File: config.mk
export PLATFORM = sky130hd
export DESIGN_NAME = lom_cell
export DESIGN_NICKNAME = d
export VERILOG_FILES = /design/src/sv/lom_pkg.sv /design/src/sv/lom_cell.sv
export SDC_FILE = /design/constraint.sdc
export NUM_CORES = 1
export LEC_CHECK = 0
export BUFFER_PORTS_ARGS = -buffer_cell sky130_fd_sc_hd__buf_4
export CAP_MARGIN = 20
export CORE_AREA = 5 5 206 208
export CTS_CLUSTER_SIZE = 20
export DETAILED_ROUTE_END_ITERATION = 7
export DIE_AREA = 0 0 211 213
export GPL_ROUTABILITY_DRIVEN = 0
export HOLD_SLACK_MARGIN = 0.15
export PLACE_DENSITY_LB_ADDON = 0.15
export SLEW_MARGIN = 30
export SYNTH_ARGS = -nofsm -noshare
export SYNTH_HDL_FRONTEND = slang
export SYNTH_SLANG_ARGS = --single-unit
File: constraint.sdc
create_clock -name clk -period 18.4 [get_ports clk]
set_clock_uncertainty 0.2 [all_clocks]
set_input_delay 0.92 -clock clk [delete_from_list [all_inputs] [get_ports clk]]
set_output_delay 0.92 -clock clk [all_outputs]
set_load 0.02 [all_outputs]
File: src/sv/lom_pkg.sv
// Shared types and codes for the limit order matcher.
`default_nettype none
package lom_pkg;

  typedef enum logic [1:0] {
    ST_RESTED  = 2'd0,
    ST_FILLED  = 2'd1,
    ST_DROPPED = 2'd2,
    ST_CANCEL  = 2'd3
  } status_t;

  typedef enum logic [1:0] {
    OP_NOP    = 2'd0,
    OP_CANCEL = 2'd1,
    OP_INSERT = 2'd2,
    OP_SETQ   = 2'd3
  } op_t;

  typedef struct packed {
    logic [31:0] id;
    logic [31:0] tm;
    logic [23:0] px;
    logic [31:0] qty;
  } entry_t;

  // running best candidate handed along the cell chain
  typedef struct packed {
    logic        found;
    logic [23:0] px;
    logic [31:0] tm;
  } best_t;

  typedef struct packed {
    op_t    op;
    logic   ask;
    logic [31:0] id;
    entry_t ent;
  } cmd_t;

endpackage
`default_nettype wire

File: src/sv/lom_cell.sv
// One book slot per side plus one stage of the best-order scan chain.
`default_nettype none
module lom_cell #(
  parameter int IW = 5
) (
  input  wire logic            clk,
  input  wire logic            rst,
  input  wire lom_pkg::cmd_t   cmd,
  input  wire logic            sel,
  input  wire logic [IW-1:0]   my_idx,
  input  wire logic            scan_ask,
  input  wire logic            go_in,
  input  wire lom_pkg::best_t  best_in,
  input  wire logic [IW-1:0]   idx_in,
  output logic                 go_out,
  output lom_pkg::best_t       best_out,
  output logic [IW-1:0]        idx_out,
  output logic                 bid_v,
  output logic                 ask_v,
  output lom_pkg::entry_t      bid_e,
  output lom_pkg::entry_t      ask_e
);

  logic            v;
  lom_pkg::entry_t e;
  logic            take;

  always_comb begin
    v = scan_ask ? ask_v : bid_v;
    e = scan_ask ? ask_e : bid_e;
    take = 1'b0;
    if (v) begin
      if (!best_in.found) begin
        take = 1'b1;
      end else if (e.px == best_in.px) begin
        take = e.tm < best_in.tm;
      end else if (scan_ask) begin
        take = e.px < best_in.px;
      end else begin
        take = e.px > best_in.px;
      end
    end
  end

  always_ff @(posedge clk) begin
    if (rst) begin
      bid_v  <= 1'b0;
      ask_v  <= 1'b0;
      go_out <= 1'b0;
    end else begin
      go_out <= go_in;
      unique case (cmd.op)
        lom_pkg::OP_CANCEL: begin
          if (bid_v && bid_e.id == cmd.id) bid_v <= 1'b0;
          if (ask_v && ask_e.id == cmd.id) ask_v <= 1'b0;
        end
        lom_pkg::OP_INSERT: begin
          if (sel && cmd.ask) ask_v <= 1'b1;
          if (sel && !cmd.ask) bid_v <= 1'b1;
        end
        lom_pkg::OP_SETQ: begin
          if (sel && cmd.ask && cmd.ent.qty == 32'd0) ask_v <= 1'b0;
          if (sel && !cmd.ask && cmd.ent.qty == 32'd0) bid_v <= 1'b0;
        end
        default: begin
        end
      endcase
    end
  end

  always_ff @(posedge clk) begin
    if (take) begin
      best_out <= '{found: 1'b1, px: e.px, tm: e.tm};
      idx_out  <= my_idx;
    end else begin
      best_out <= best_in;
      idx_out  <= idx_in;
    end
    if (sel && cmd.op == lom_pkg::OP_INSERT) begin
      if (cmd.ask) ask_e <= cmd.ent;
      else bid_e <= cmd.ent;
    end
    if (sel && cmd.op == lom_pkg::OP_SETQ) begin
      if (cmd.ask) ask_e.qty <= cmd.ent.qty;
      else bid_e.qty <= cmd.ent.qty;
    end
  end

endmodule
`default_nettype wire

After elaboration in Yosys (flattened, before gate mapping)
Cells that the tools add are included.
Cells by class
  add/sub/neg operators: 0
  bitwise logic cells: 1
  equality and inequality tests: 12
  reductions and logical operators: 15
  shifts and indexed selects: 0
  divide/modulo/power cells: 0
  order comparisons: 3
  multipliers: 0
  multiplexer cells: 24
Operators with widths (count)
  2-to-1 mux 32 bit: 8
  2-to-1 mux 88 bit: 1
  equality test 32 bit: 2
  2-to-1 mux 56 bit: 1
  logical NOT 32 bit: 1
  less-than comparator 32 bit: 1
  equality test 24 bit: 1
  > comparator 24 bit: 1
  less-than comparator 24 bit: 1
  inequality test 2 bit, second input constant: 6
  2-to-1 mux 1 bit: 11
  logical AND 1 bit: 8
  AND reduction 4 bit: 2
  one-hot mux 1 bit (3 select lines): 2
  2-to-1 mux 5 bit: 1
  equality test 2 bit, second input constant: 2
  AND reduction 2 bit: 2
  nonzero test 3 bit: 1
  equality test 2 x 1 -> 1 bit, second input constant: 1
  logical NOT 1 bit: 1
  inverter 1 bit: 1
Word-level totals
  input bits: 227
  output and inout port bits: 305
  latch bits: 0
  memory bits (read-only): 0
  word-level logic and storage cells: 70
  bits in writable memories: 0
  memories: 0
  register bits after elaboration: 305

Depth between registers and ports, before layout
Gate-level depths: netlist (run 1).
  word-level depth: 7
  gate-level depth with buffers: 12
  gate-level depth less buffers: 9

Worst setup path after synthesis (run 1)
Ideal clock, no wire load.
  path kind: input-to-reg
  start: input port sel
  end: register ask_e[100] (netlist name), enable pin
  arrival time: 7.494 ns
  setup time: 0.663 ns
  cell stages on the path: 2
  data required time: 17.537 ns
  buffers on the path: 0
  setup slack: 10.043 ns
  path through: nand2_1 -> nor3b_1
Between the ends
  cells in the longest elaborated chain, start to end: 2
RTL lines
  from (decl): line lom_cell.sv:9  | input wire logic sel,
  logical AND 1 bit: line lom_cell.sv:79  | if (sel && cmd.op == lom_pkg::OP_INSERT) begin
  AND reduction 2 bit (no source line)
  to (signal assigned): line lom_cell.sv:80  | if (cmd.ask) ask_e <= cmd.ent;
  to (decl): line lom_cell.sv:21  | output lom_pkg::entry_t ask_e
Every way passes these cells.
A chain may end at the register's enable or synchronous reset.

Final worst setup path (run 1)
  start: input port scan_ask
  end: register best_out[18] (netlist name)
Between the ends
  cells in the longest elaborated chain, start to end: 7
  elaborated cells on any way between the ends: 11
  classes of those cells: order compare: 3; eq/ne: 1; mux: 7
RTL lines
  from (decl): line lom_cell.sv:11  | input wire logic scan_ask,
  2-to-1 mux 88 bit: line lom_cell.sv:30  | e = scan_ask ? ask_e : bid_e;
  > comparator 24 bit / less-than comparator 24 bit (equally long branches): line lom_cell.sv:40, lom_cell.sv:38
  2-to-1 mux 1 bit: line lom_cell.sv:37  | end else if (scan_ask) begin
  2-to-1 mux 1 bit: line lom_cell.sv:35  | end else if (e.px == best_in.px) begin
  2-to-1 mux 1 bit: line lom_cell.sv:33  | if (!best_in.found) begin
  2-to-1 mux 1 bit: line lom_cell.sv:32  | if (v) begin
  2-to-1 mux 56 bit (*): line lom_cell.sv:72  | if (take) begin
  to (signal assigned): line lom_cell.sv:73  | best_out <= '{found: 1'b1, px: e.px, tm: e.tm};
  to (signal assigned): line lom_cell.sv:76  | best_out <= best_in;
  to (decl): line lom_cell.sv:16  | output lom_pkg::best_t best_out,
Mark *: on every way between the ends. The rest lies on a longest branch, timed or not.

==> impl_metrics.json, run 1 <==
{
  "cts-root-buf": "clkbuf_16",
  "maxCapViolations": 0,
  "grt_setup_unrepaired": "no",
  "ys_types": 44,
  "timing.slew.headroom": 0.3930,
  "die_w_um": 211,
  "hpwl_um": 33540,
  "hold_depth": 1,
  "pin_count": 532,
  "setup_viol": 0,
  "synth_edf_count": 240,
  "r2r-end": "best_out[18]$_DFF_P_",
  "grt_use_met3": 0.06803,
  "drt-total-wl_um": 43630,
  "status": "complete, no violations",
  "syn-instance-count": 893,
  "ys_ff_latch": 305,
  "clk_path_buf_depth": 3,
  "avgSynthCellArea_um2": 15.00,
  "layout-drive-gt1-share": 0.4902,
  "syn_area_um2": 13390,
  "final_cells": 2009,
  "grt_pass1_vias": 9709,
  "crit_fanout": 59,
  "path_class": "input port to flop",
  "gr-usage-met2": 0.3139,
  "vias_per_cell": 4.555,
  "hold_viol_final": 0,
  "drt_iter0_markers": 341,
  "worstHoldPathType": "input port to flop",
  "rows": 74,
  "max_freq_mhz": 194.8,
  "peakVddDrop_mv": 0.08421,
  "placedCellCount": 1940,
  "avgRoutedWirePerCell_um": 21.72,
  "power_switching_mw": 0.4233,
  "synthArstFlopShare": 0,
  "setup_ws_ps": 13270,
  "drc": 0,
  "start_util": 0.3317,
  "overflow": 0,
  "fin_nets": 1729,
  "die_h_um": 213,
  "grt_start_max_net_pins": 69,
  "grt_usage": 0.1839,
  "clock-sinks": 305,
  "min_from": "cmd[59]",
  "cts_tree": "done",
  "vias": 9150,
  "switching_share": 0.2404,
  "max_slew.worst_pin.slew_ps": 910.5,
  "dieArea_um2": 44940,
  "yosysSeqAreaShare": 0.6353,
  "whs_endpoint": "ask_e[59]$_DFFE_PP_",
  "combPwrFrac": 0.130,
  "end_kind": "flop",
  "post-route-period-util": 0.2790,
  "port_buffers": 531,
  "period_needed_ps": 5134,
  "fillers": 3664,
  "startpoint_type": "input port",
  "reg2regPathDepth": 11,
  "final_common_cell": "buf_4",
  "power.share.sequential": 0.448,
  "finalPower_mw": 1.761,
  "pre_cts_ws_ps": 12630,
  "grt_util_met1": 0.2160,
  "hold_buffers": 0,
  "grt_pass1_wl_um": 61960,
  "antenna_found_initial": 4,
  "synth_flop_cell": "edfxtp_1",
  "yosysWarningCount": 0,
  "p_int_mw": 1.338,
  "slew_violations": 0,
  "post-cts-setup-buffers": 0,
  "power.share.clock": 0.422,
  "holdWs_ps": 351.6,
  "setup_tns_ps": 0,
  "power.leakage_nw": 8.406,
  "core-area_um2": 40370,
  "synthToLayoutAreaGrowth_pct": 43.77,
  "cts_inserted_buffers": 37,
  "synth.net_count": 1175,
  "htreeDepth": 2,
  "required_ps": 18640,
  "ctsResizeCount": 0,
  "path_clk_slew_ps": 60,
  "pwr_density_cell_nw_per_um2": 91.47,
  "cp_data_arrival_time_ps": 5370,
  "final_cell_mix": "buf_4 (538), edfxtp_1 (240), nor2_1 (71)",
  "dr.pass1.iters": 6,
  "clk_latency_ps": 550,
  "grt_busiest_layer": "met2",
  "r2r_slack_ps": 14110,
  "detail-route-antenna-nets": 0,
  "rr_startpoint": "ask_e[87]$_DFFE_PP_"
}
## worst max-delay path, stage by stage
cell and delay [ps]:
buf_4 680, mux2_2 440, ha_1 330, nand4_1 270, nor3_1 400, o21ai_0 140
a21oi_1 230, nor3_1 160, o41ai_4 580, buf_4 510, buf_16 300, mux2_4 330
## power by group through the flow
stage / Combinational [mW] / Clock [mW] / Sequential [mW]
finish: 0.229 / 0.743 / 0.788
floorplan: 0.0820 / 0 / 0.836
global route: 0.248 / 0.794 / 0.791
detailed placement: 0.233 / 0 / 0.803
CTS: 0.234 / 0.763 / 0.789
global placement: 0.231 / 0 / 0.803
## cells by family (layout without fill, tap and decap cells)
family                   after synthesis  after routing  share of synthesized area
multiplexers                         182            182                     0.1629
other                                  0              2                          0
AO/OA/AOI/OAI                         53             53                    0.02663
buffers and inverters                 87            669                    0.02775
AND/OR/NAND/NOR                      147            147                    0.05410
XOR/XNOR                              64             64                    0.04186
adder cells (fa/ha/maj)               55             55                    0.05139
flip-flops                           305            305                     0.6353
## through the flow
| stage | area [um2] | utilization |
|---|---|---|
| floorplan | 13390 | - |
| global placement | 17970 | 0.4452 |
| detailed placement | 18020 | 0.4463 |
| CTS | 19250 | 0.4768 |
| global route | 19250 | 0.4768 |
| finish | 19250 | 0.4769 |
## metal layers
metal	routed length, um	part of all wire	vias to the layer above
met4	1274	0.029	6
met1	16900	0.39	4343
met3	3569	0.082	76
met5	34	0.00078	-
li1	-	-	4403
met2	21850	0.50	322
## final cells by class
cell class                 count  area (um2)  share of cell area
antenna                        2       5.005           0.0002599
clock buffer                  48        1030             0.05348
clock inverter                19       202.7             0.01053
inverter                      61       229.0             0.01189
multi-input combinational    501        4524              0.2350
sequential                   305        8508              0.4419
tap                          532       665.6             0.03457
timing repair buffer         541        4089              0.2124
## Yosys cell counts, drive strengths merged (3+ instances only)
master	count	area, um2
nor4	14	102.6
xnor2	49	429.2
mux2	114	1501
xor2	15	131.4
a21oi	25	125.1
mux2i	68	680.7
nor3	6	30.03
a211oi	3	22.52
buf	10	82.57
ha	55	688.2
inv	61	229.0
nand4	24	156.4
a21o	3	22.52
nor2b	3	18.77
nor2	71	266.5
clkbuf	16	60.06
dfxtp	65	1301
edfxtp	240	7207
nand2	17	63.81
nand3	3	15.01
o21ai	10	50.05
## how the worst max path moves through the flow
stage	depth (start not counted)	end	from
6_report	12	best_out[18]$_DFF_P_	scan_ask
2_1_floorplan	2	ask_e[100]$_DFFE_PP_	sel
5_1_grt	12	best_out[22]$_DFF_P_	scan_ask
3_3_place_gp	11	best_out[55]$_DFF_P_	scan_ask
4_1_cts	12	best_out[15]$_DFF_P_	scan_ask
3_5_place_dp	12	best_out[9]$_DFF_P_	scan_ask
Note: power is estimated with default switching activity, not from simulation.
==> run 2, diff against run 1 <==
==> constraint.sdc (replaced) <==
create_clock -name clk -period 4.25 [get_ports clk]
set_clock_uncertainty 0.2 [all_clocks]
set_input_delay 0.2125 -clock clk [delete_from_list [all_inputs] [get_ports clk]]
set_output_delay 0.2125 -clock clk [all_outputs]
set_load 0.02 [all_outputs]
==> impl_metrics.json, run 2 (same netlist as run 1, synthesis figures left out) <==
{
  "status": "complete, no violations",
  "hold_viol_final": 0,
  "reg2regPathDepth": 11,
  "fin_nets": 1932,
  "setup_ws_ps": 247.4,
  "switching_share": 0.2456,
  "combPwrFrac": 0.156,
  "period_needed_ps": 4003,
  "final_cell_mix": "buf_4 (542), edfxtp_1 (240), dlygate4sd3_1 (199)",
  "cp-startpoint": "bid_e[33]$_DFFE_PP_",
  "clock-sinks": 305,
  "pin_count": 532,
  "grt_pass1_wl_um": 65950,
  "setup_tns_ps": 0,
  "path_cells": "mux2_2 -> ha_1 -> nor2b_1 -> o211ai_1 -> a21oi_1 -> o311ai_1 -> a21oi_1 -> o41ai_4 -> buf_12 -> mux2_4 -> dlygate4sd3_1",
  "max_slew.worst_pin.slew_ps": 860.4,
  "grt_setup_unrepaired": "no",
  "slowest_delay_ps": 570,
  "max_freq_mhz": 249.8,
  "slew_violations": 0,
  "power_switching_mw": 1.833,
  "dieArea_um2": 44940,
  "path_buf_inv": 2,
  "whs_endpoint": "bid_e[82]$_DFFE_PP_",
  "clk_latency_ps": 540,
  "rr_startpoint": "bid_e[33]$_DFFE_PP_",
  "avgRoutedWirePerCell_um": 20.36,
  "min_from": "cmd[82]",
  "detail-route-antenna-nets": 0,
  "crit_slowest_cell": "dlygate4sd3_1",
  "crit_fanout": 35,
  "hpwl_um": 34300,
  "ctsResizeCount": 0,
  "cts_tree": "done",
  "grt_start_max_net_pins": 61,
  "worstHoldPathType": "input port to flop",
  "hold_depth": 2,
  "setup_viol": 0,
  "core-area_um2": 40370,
  "power.share.clock": 0.387,
  "path_class": "flop to flop",
  "grt_usage": 0.1920,
  "end_kind": "flop",
  "final_common_cell": "buf_4",
  "antenna_found_initial": 3,
  "timing.slew.headroom": 0.4258,
  "startpoint_type": "flop",
  "cts-root-buf": "clkbuf_16",
  "cp_data_arrival_time_ps": 4210,
  "start_util": 0.3317,
  "port_buffers": 531,
  "overflow": 0,
  "drc": 0,
  "drt_iter0_markers": 386,
  "rows": 74,
  "hold_buffers": 199,
  "clk_path_buf_depth": 3,
  "die_h_um": 213,
  "power.leakage_nw": 9.218,
  "vias": 10030,
  "post-cts-setup-buffers": 0,
  "finalPower_mw": 7.462,
  "path_clk_slew_ps": 60,
  "crit_family": "compound AO/OA/AOI/OAI gates",
  "post-route-period-util": 0.9418,
  "grt_pass1_vias": 10880,
  "maxCapViolations": 0,
  "power.share.sequential": 0.457,
  "cts_inserted_buffers": 36,
  "p_int_mw": 5.629,
  "drt-total-wl_um": 45000,
  "pre_cts_ws_ps": 192.9,
  "htreeDepth": 2,
  "r2r_slack_ps": 250,
  "dr.pass1.iters": 5,
  "pwr_density_cell_nw_per_um2": 352.2,
  "r2r-end": "idx_out[1]$_DFF_P_",
  "die_w_um": 211,
  "peakVddDrop_mv": 0.2654,
  "synthToLayoutAreaGrowth_pct": 58.19,
  "fillers": 3494,
  "required_ps": 4460,
  "vias_per_cell": 4.539,
  "layout-drive-gt1-share": 0.4320,
  "timing.critical_path.mode_cell": "a21oi_1"
}
[run 2: changes by cell type in the layout (fill, tap and decap cells not counted), sizes merged]
cell / delta
dlygate4sd3: +199
clkinv: +1
buf: +5
clkinvlp: -1
inv: +1
bufinv: -4
[run 2: worst reg2reg max path, stage by stage (launching register included)]
cell and delay [ps]:
edfxtp_1 390, mux2_2 300, ha_1 290, nor2b_1 130, o211ai_1 150, a21oi_1 80
o311ai_1 470, a21oi_1 190, o41ai_4 430, buf_12 330, mux2_4 350, dlygate4sd3_1 570
[run 2: cell type report]
type	count	area, um2	area share
Antenna cell	2	5.005	0.0002363
Multi-Input combinational cell	501	4537	0.2142
Tap cell	532	665.6	0.03142
Inverter	61	229.0	0.01081
Timing Repair Buffer	745	6141	0.2899
Clock inverter	16	91.34	0.004312
Clock buffer	48	1007	0.04755
Sequential cell	305	8508	0.4016
[run 2: power by group through the flow]
stage                     registers, mW  clock network, mW  logic, mW
after floorplan                    3.61                  0      0.356
after global placement             3.47                  0       1.01
after detailed placement           3.47                  0       1.02
after CTS                          3.41               2.99       1.18
after global routing               3.42               3.11       1.25
final                              3.41               2.89       1.16
[run 2: worst max path at each step]
| stage | depth (start not counted) | to |
|---|---|---|
| after global placement | 12 | best_out[10]$_DFF_P_ |
| final | 11 | idx_out[1]$_DFF_P_ |
| after CTS | 10 | idx_out[2]$_DFF_P_ |
| after global routing | 11 | idx_out[1]$_DFF_P_ |
| after detailed placement | 12 | best_out[16]$_DFF_P_ |
| after floorplan | 12 | best_out[10]$_DFF_P_ |
[run 2: per-layer routing]
| layer | GRT usage | vias to the layer above | share of wire | routed length (um) |
|---|---|---|---|---|
| li1 | - | 4810 | - | - |
| met1 | 0.2307 | 4817 | 0.39 | 17610 |
| met2 | 0.3371 | 339 | 0.51 | 23070 |
| met3 | 0.05025 | 63 | 0.070 | 3167 |
| met4 | 0.06215 | 2 | 0.025 | 1147 |
| met5 | 0 | - | 0.00016 | 7 |
[run 2: through the flow]
stage / area [um2] / utilization / hold slack [ps] / instances
CTS: 21180 / 0.5246 / 159.1 / 2208
global route: 21180 / 0.5248 / 183.8 / 2210
floorplan: 13410 / - / 84.11 / 893
detailed placement: 18090 / 0.4481 / 200.2 / 1945
finish: 21180 / 0.5248 / 196.9 / 2210
global placement: 18090 / 0.4481 / 197.5 / 1945
==> run 3, diff against run 2 <==
==> constraint.sdc (replaced) <==
create_clock -name clk -period 4.25 [get_ports clk]
set_clock_uncertainty 0.2 [all_clocks]
set_input_delay 0.425 -clock clk [delete_from_list [all_inputs] [get_ports clk]]
set_output_delay 0.425 -clock clk [all_outputs]
set_load 0.1 [all_outputs]
==> impl_metrics.json, run 3 (same netlist as run 1, synthesis figures left out) <==
{
  "required_ps": 4460,
  "grt_setup_unrepaired": "no",
  "htreeDepth": 2,
  "overflow": 0,
  "rows": 74,
  "multi_input_area_um2": 4537,
  "hold_viol_final": 0,
  "peakVddDrop_mv": 0.2969,
  "fillers": 3531,
  "layout-drive-gt1-share": 0.4298,
  "crit_fanout": 33,
  "setup_viol": 0,
  "finalPower_mw": 8.275,
  "dr.pass1.iters": 5,
  "synthToLayoutAreaGrowth_pct": 58.39,
  "grt_start_max_net_pins": 72,
  "path_clk_slew_ps": 60,
  "grt_pass1_wl_um": 65880,
  "clk_latency_ps": 530,
  "period_needed_ps": 4113,
  "post-route-period-util": 0.9677,
  "timing.slew.headroom": 0.3912,
  "holdWs_ps": 292.0,
  "cp_data_arrival_time_ps": 4320,
  "pwr_density_cell_nw_per_um2": 390.1,
  "antenna_found_initial": 1,
  "path_class": "input port to flop",
  "start_util": 0.3317,
  "ctsResizeCount": 0,
  "clock-sinks": 305,
  "startpoint_type": "input port",
  "slew_violations": 0,
  "maxCapViolations": 0,
  "port_buffers": 531,
  "power_switching_mw": 2.505,
  "post-cts-setup-buffers": 0,
  "drc": 0,
  "ff_latch_area_um2": 8508,
  "status": "complete, no violations",
  "max_slew.worst_pin.slew_ps": 910.3,
  "power.share.clock": 0.361,
  "drt_iter0_markers": 419,
  "worstHoldPathType": "input port to flop",
  "final_cell_mix": "buf_4 (542), edfxtp_1 (240), dlygate4sd3_1 (194)",
  "dieArea_um2": 44940,
  "die_w_um": 211,
  "power.leakage_nw": 9.229,
  "vias_per_cell": 4.517,
  "final_common_cell": "buf_4",
  "max_freq_mhz": 243.2,
  "pin_count": 532,
  "hpwl_um": 34420,
  "cts_tree": "done",
  "core-area_um2": 40370,
  "setup_tns_ps": 0,
  "detail-route-antenna-nets": 0,
  "cts-root-buf": "clkbuf_16",
  "power.share.sequential": 0.412,
  "die_h_um": 213,
  "vias": 9964,
  "grt_pass1_vias": 10820,
  "grt_usage": 0.1928,
  "end_kind": "flop",
  "switching_share": 0.3028,
  "combPwrFrac": 0.226,
  "p_int_mw": 5.769,
  "fin_nets": 1929,
  "clk_path_buf_depth": 3,
  "avgRoutedWirePerCell_um": 20.59,
  "drt-total-wl_um": 45430,
  "cts_inserted_buffers": 35
}
-- run 3: cell type report --
cell class	count	area share
Sequential cell	305	0.4011
Timing Repair Buffer	743	0.2896
Multi-Input combinational cell	501	0.2139
Clock buffer	50	0.04690
Tap cell	532	0.03138
Inverter	61	0.01080
Clock inverter	13	0.006194
Antenna cell	1	0.0001180
-- run 3: final timing paths --
kind	cells after the start	end	slack, ps	from
max	13	idx_out[2]$_DFF_P_	140	scan_ask
min	4	bid_v$_SDFFE_PP0P_	290	cmd[147]
max reg2reg	11	idx_out[2]$_DFF_P_	200	bid_e[53]$_DFFE_PP_
min reg2reg	2	flop	400	flop
-- run 3: routing by layer --
layer	share of wire	global-route usage	up-vias
met2	0.51	0.3412	350
li1	-	-	4806
met1	0.39	0.2266	4732
met5	0	0	-
met3	0.068	0.04922	76
met4	0.033	0.07087	0
-- run 3: power by group through the flow --
| stage | combinational, mW | sequential (mW) | clock (mW) |
|---|---|---|---|
| floorplan | 0.357 | 4.32 | 0 |
| finish | 1.87 | 3.41 | 2.99 |
| global route | 1.96 | 3.42 | 3.22 |
| detailed placement | 1.73 | 3.47 | 0 |
| CTS | 1.88 | 3.41 | 3.09 |
| global placement | 1.72 | 3.48 | 0 |
-- run 3: what timing repair did --
action / in CTS / in global routing
hold buffers: 194 / 0
hold endpoints to repair: 305 / 0
endpoints found under the setup margin: 0 / 0
-- run 3: worst max-delay path, cell delays in order --
cell	delay, ps
buf_4	300
buf_12	260
mux2_2	380
ha_1	310
nand4_1	130
nor3_1	390
a221oi_1	190
a21oi_1	170
nor3_1	100
o41ai_4	360
buf_12	330
mux2_4	330
dlygate4sd3_1	580
-- run 3: metrics by stage --
| step | area [um2] | util | worst slack [ps] | std cells |
|---|---|---|---|---|
| 3_3_place_gp | 18140 | 0.4493 | 128.0 | 1948 |
| 3_5_place_dp | 18140 | 0.4493 | 192.7 | 1948 |
| 6_report | 21210 | 0.5254 | 137.5 | 2206 |
| 2_1_floorplan | 13410 | - | 230.1 | 893 |
| 5_1_grt | 21210 | 0.5254 | 18.55 | 2206 |
| 4_1_cts | 21200 | 0.5253 | 231.5 | 2205 |
